<file path="config.mk">
export PLATFORM = sky130hd
export DESIGN_NAME = llf_ctrl
export DESIGN_NICKNAME = d
export VERILOG_FILES = /design/src/design/llf_pkg.sv /design/src/design/llf_ctrl.sv
export SDC_FILE = /design/constraint.sdc
export NUM_CORES = 1
export LEC_CHECK = 0
export BUFFER_PORTS_ARGS = -buffer_cell sky130_fd_sc_hd__buf_2
export CORE_AREA = 2 2 39 41
export CTS_CLUSTER_SIZE = 14
export DETAILED_ROUTE_END_ITERATION = 10
export DIE_AREA = 0 0 41 43
export PLACE_DENSITY_LB_ADDON = 0.05
export SKIP_CTS_REPAIR_TIMING = 1
export SYNTH_ARGS = -nofsm -noshare
export SYNTH_HDL_FRONTEND = slang
export SYNTH_SLANG_ARGS = --single-unit
</file>
<file path="constraint.sdc">
create_clock -name i_clk -period 2.8 [get_ports i_clk]
set_clock_uncertainty 0.2 [all_clocks]
set_input_delay 0.7 -clock i_clk [delete_from_list [all_inputs] [get_ports i_clk]]
set_output_delay 0.7 -clock i_clk [all_outputs]
set_load 0.02 [all_outputs]
</file>
<file path="src/design/llf_pkg.sv">
package llf_pkg;

    // Field and datapath widths
    localparam int unsigned SAMPLE_W = 32;
    localparam int unsigned TICK_W   = 14;
    localparam int unsigned CFG_AW   = 3;
    localparam int unsigned SUM_W    = 33;          // cycle time plus a time constant
    localparam int unsigned PROD_W   = 65;          // 32 x 33 partial product
    localparam int unsigned ACC_W    = 98;          // signed numerator accumulator
    localparam int unsigned DEN_W    = SUM_W + 16;  // divisor, times scaled by 2^16
    localparam int unsigned QUO_W    = 32;          // quotient bits before saturation

    // Register indexes of the configuration port
    localparam logic [CFG_AW-1:0] CFG_LAG_TIME   = 3'd0;
    localparam logic [CFG_AW-1:0] CFG_LEAD_TIME  = 3'd1;
    localparam logic [CFG_AW-1:0] CFG_GAIN       = 3'd2;
    localparam logic [CFG_AW-1:0] CFG_CYCLE_TIME = 3'd3;
    localparam logic [CFG_AW-1:0] CFG_RESET_VAL  = 3'd4;

    // Register reset values
    localparam logic [31:0] DEFAULT_CYCLE_US = 32'd1000000;
    localparam logic [31:0] DEFAULT_GAIN     = 32'h0001_0000;   // 1.0 in Q16.16

    // Tick counter wraps after this value
    localparam logic [TICK_W-1:0] TICK_LAST = 14'd9999;

    // Saturation limits
    localparam logic [31:0] SAT_MAX = 32'h7FFF_FFFF;
    localparam logic [31:0] SAT_MIN = 32'h8000_0000;

    // Last division step
    localparam logic [4:0] DIV_LAST = 5'(QUO_W - 1);

    // Multiply sequence: two gain products, then the numerator partial products
    typedef enum logic [2:0] {
        MS_KU     = 3'd0,
        MS_KUO    = 3'd1,
        MS_KU_LO  = 3'd2,
        MS_KU_HI  = 3'd3,
        MS_KUO_LO = 3'd4,
        MS_KUO_HI = 3'd5,
        MS_VO     = 3'd6,
        MS_DRAIN  = 3'd7
    } t_mul_step;

    // Weight of a partial product in the accumulator
    typedef enum logic [1:0] {
        SH_0  = 2'd0,
        SH_16 = 2'd1,
        SH_32 = 2'd2
    } t_acc_shift;

    // Commands from the controller to the datapath
    typedef struct packed {
        logic      load;
        logic      mul;
        t_mul_step mul_step;
        logic      div_init;
        logic      div_step;
        logic      commit;
    } t_dp_cmd;

    // Magnitude of a signed 32-bit value; -2^31 maps to 2^31
    function automatic logic [31:0] abs32(input logic [31:0] x);
        abs32 = x[31] ? (~x + 32'd1) : x;
    endfunction

endpackage

</file>
<file path="src/design/llf_ctrl.sv">
module llf_ctrl (
    input  logic              i_clk,
    input  logic              i_rst_n,
    input  logic              i_start,      // input word accepted this cycle
    input  logic              i_compute,    // word asks for the filter equation
    input  logic              i_out_free,   // output register can take a word
    output logic              o_ready,
    output llf_pkg::t_dp_cmd  o_cmd
);

    typedef enum logic [4:0] {
        S_IDLE = 5'b00001,
        S_MUL  = 5'b00010,
        S_PREP = 5'b00100,
        S_DIV  = 5'b01000,
        S_DONE = 5'b10000
    } t_state;

    t_state     r_state, n_state;
    logic [4:0] r_cnt, n_cnt;

    // State and step counter
    always_ff @(posedge i_clk) begin
        if (!i_rst_n) begin
            r_state <= S_IDLE;
            r_cnt   <= '0;
        end else begin
            r_state <= n_state;
            r_cnt   <= n_cnt;
        end
    end

    // Next state and datapath commands
    always_comb begin
        n_state         = r_state;
        n_cnt           = r_cnt;
        o_cmd.load      = 1'b0;
        o_cmd.mul       = 1'b0;
        o_cmd.mul_step  = llf_pkg::t_mul_step'(r_cnt[2:0]);
        o_cmd.div_init  = 1'b0;
        o_cmd.div_step  = 1'b0;
        o_cmd.commit    = 1'b0;
        unique case (r_state)
            S_IDLE: begin
                if (i_start) begin
                    o_cmd.load = 1'b1;
                    n_cnt      = '0;
                    n_state    = i_compute ? S_MUL : S_DONE;
                end
            end
            S_MUL: begin
                o_cmd.mul = 1'b1;
                if (o_cmd.mul_step == llf_pkg::MS_DRAIN) begin
                    n_cnt   = '0;
                    n_state = S_PREP;
                end else begin
                    n_cnt = r_cnt + 5'd1;
                end
            end
            S_PREP: begin
                o_cmd.div_init = 1'b1;
                n_state        = S_DIV;
            end
            S_DIV: begin
                o_cmd.div_step = 1'b1;
                if (r_cnt == llf_pkg::DIV_LAST) begin
                    n_cnt   = '0;
                    n_state = S_DONE;
                end else begin
                    n_cnt = r_cnt + 5'd1;
                end
            end
            S_DONE: begin
                if (i_out_free) begin
                    o_cmd.commit = 1'b1;
                    n_state      = S_IDLE;
                end
            end
            default: begin
                n_state = S_IDLE;
            end
        endcase
    end

    assign o_ready = (r_state == S_IDLE);

`ifndef NO_ASSERTIONS
    a_start_compute: assert property (@(posedge i_clk) disable iff (!i_rst_n)
        (o_ready && i_start && i_compute) |=> (r_state == S_MUL && r_cnt == 5'd0))
        else $error("compute word did not start the multiply sequence");

    a_start_bypass: assert property (@(posedge i_clk) disable iff (!i_rst_n)
        (o_ready && i_start && !i_compute) |=> (r_state == S_DONE))
        else $error("held or disabled word did not go straight to commit");

    a_div_end: assert property (@(posedge i_clk) disable iff (!i_rst_n)
        (r_state == S_DIV && r_cnt == llf_pkg::DIV_LAST) |=> (r_state == S_DONE))
        else $error("division did not end after the last quotient bit");

    a_commit_idle: assert property (@(posedge i_clk) disable iff (!i_rst_n)
        o_cmd.commit |=> (o_ready && !o_cmd.commit))
        else $error("commit not followed by idle");
`endif

endmodule

</file>
==> out/summary.txt <==
status - completed
boundary pin count - 14
Critical Path End Type - output port
Placer Congestion - 0.794
Layout Utilization - 0.560
Max Cap Viol - 0
CP max-delay cell - dfxtp_1
Area after DPL - 738 sq um
number of setup violations in the final report - 0
worst skew pair latency - 0.27 ns
top post-synthesis cells by area - dfxtp_1 (28%), buf_4 (5.2%), ha_1 (5.2%)
leading area contributor after synthesis - dfxtp_1
worst setup margin - 0.451 ns
Die H - 43 um
Startpoint Class - flop
Setup CP Type - flop to output port
fin cells - 107
via count - 631
number of flops mapped to enable cells by yosys - 0
CP arrival - 1.45 ns
DIE AREA - 1760 sq um
# clock sinks - 10
worst hold path class - flop to flop
CTS Root Cell - clkbuf_4
Final Max Tran Viols - 0
post-synthesis cell count - 83
Critical Path RT - 1.90 ns
dominant synthesized flop cell - dfxtp_1
Mean Syn Cell Area - 8.62 sq um
dpl cells - 103
first-pass GRT wire length - 2.44 mm
Initial DRT Pass Iterations - 6
CTS Buffer Depth - 2
CTS tree - built
GRT Util Overall - 0.208
Final Hold Fails - 0
Syn Nets - 91
Net count, final - 100
initial core utilization - 0.517
largest net degree at the start of global routing - 16
DRC viols - 0
drt initial violations - 10
fmax - 0.426 GHz
fin crit share - 0.839
Final Power - 486 uW
minimum clock period - 2.35 ns
CP peak stage delay - 0.52 ns
setup_tns - 0 ns
hold slack - 0.273 ns
Place WS - 0.766 ns
Cell Pwr Density - 628 nW/um^2
worst vdd rail ir drop - 0.000299 V
vias in the first global route - 580
Seq/Total Area, Yosys - 0.280
floorplan row count - 14
worst slew pin tran - 0.495 ns
I/O Buffers - 13
Ant. Diodes - 0
Final Cell Area - 774 sq um
area of the multi-input gates - 453 sq um
post-DP HPWL - 1.04 mm
Leakage - 0.352 nW
die width - 41 um
via-per-instance ratio - 5.90
post-synthesis async set-or-reset flop share - 0
area of the core - 1380 sq um
crit-path cells - nor3b_2 > and3_1 > buf_2
H-Tree Depth - 1
unrepaired setup endpoints after global routing - false
register area - 200 sq um
area grow syn2layout - 8.22%
GRT overflow - 0
final wirelength - 1.45 mm
DR WL/cell - 13.6 um
Synth Cell Area - 716 sq um
Worst slew margin - 0.670
Yosys reg bits - 10
initial antenna violation count - 0
Yosys top cell area share - 0.280
Inserted Clock Buffers - 3
post-synth cell types - 38
filler cell count - 133
fraction of layout cells with a size suffix above 1 - 0.242
synth warn - 0
clock slew at reported path FFs - 0.07 ns
Routed Antenna Nets - 0
worst-path maximum fanout - 10
## final cells by class
class	instances	share of cell area
clock buffers	4	0.0468
multi-input cells	64	0.585
flip-flops and latches	10	0.258
well taps	16	0.0258
repair buffers	13	0.0840
## worst max-delay path: cells and delay by family (launching register included)
| kind | cells | cell delay (ns) |
|---|---|---|
| flops | 1 | 0.52 |
| buf+inv | 1 | 0.17 |
| simple gates | 2 | 0.50 |
## per-layer routing
layer | part of all wire | global-route usage
met1 | 0.45 | 0.268
met4 | 0.024 | 0.133
met3 | 0.054 | 0.0471
met5 | 0 | 0
met2 | 0.47 | 0.297
## sequential cells by signal (all words and copies together), names as in the netlist
name / count
r_cnt: 5
r_state: 5
## Yosys cell counts (2+ instances only)
cell type  count
and2_1         2
nor3b_2        2
a21boi_1       4
nand4b_1       2
nor2_1         5
nand3_1        2
dfxtp_1       10
nor2b_1        4
and3_1         4
buf_2          2
buf_4          5
ha_1           3
nand2b_1       3
xor2_1         2
o211ai_1       3
nor3b_1        2
nand2_1        7
## logic make-up after synthesis
kind of cell	share of synthesized area
AOI/OAI and AO/OA	0.187
xor gates and xnor gates	0.0245
adders and majority gates	0.0525
buffers and inverters	0.0874
DFF	0.280
muxes	0.0140
and+or+nand+nor	0.355
## power by group
group / leakage, nW / internal [mW] / switching, mW / total [mW]
logic: 0.250 / 0.0683 / 0.0935 / 0.162
registers: 0.0810 / 0.156 / 0.0360 / 0.192
clock network: 0.0210 / 0.0790 / 0.0541 / 0.133
## path summary, 6_finish.rpt
path | from | endpoint | slack (ns) | cells past startpoint
hold / removal | r_cnt[4] | r_cnt[4] | 0.27 | 2
setup reg to reg | r_cnt[0] | r_state[3] | 0.79 | 5
hold reg to reg | r_cnt[4] | r_cnt[4] | 0.27 | 2
setup / recovery | r_state[0] | o_cmd[7] | 0.45 | 3
## cells in the final DEF, fill, tap and decap left out, drive strengths merged, types with 2 or more instances in the layout
cell type   n
clkbuf      4
nand3       2
a21boi      4
dfxtp      10
nand2       7
nor3        2
and2        2
nor3b       4
nor2b       4
nand4b      2
o21ai       2
buf        13
ha          3
nor2        5
o211ai      3
nand2b      3
and3        4
xor2        2
(Power assumes the default switching activity.)
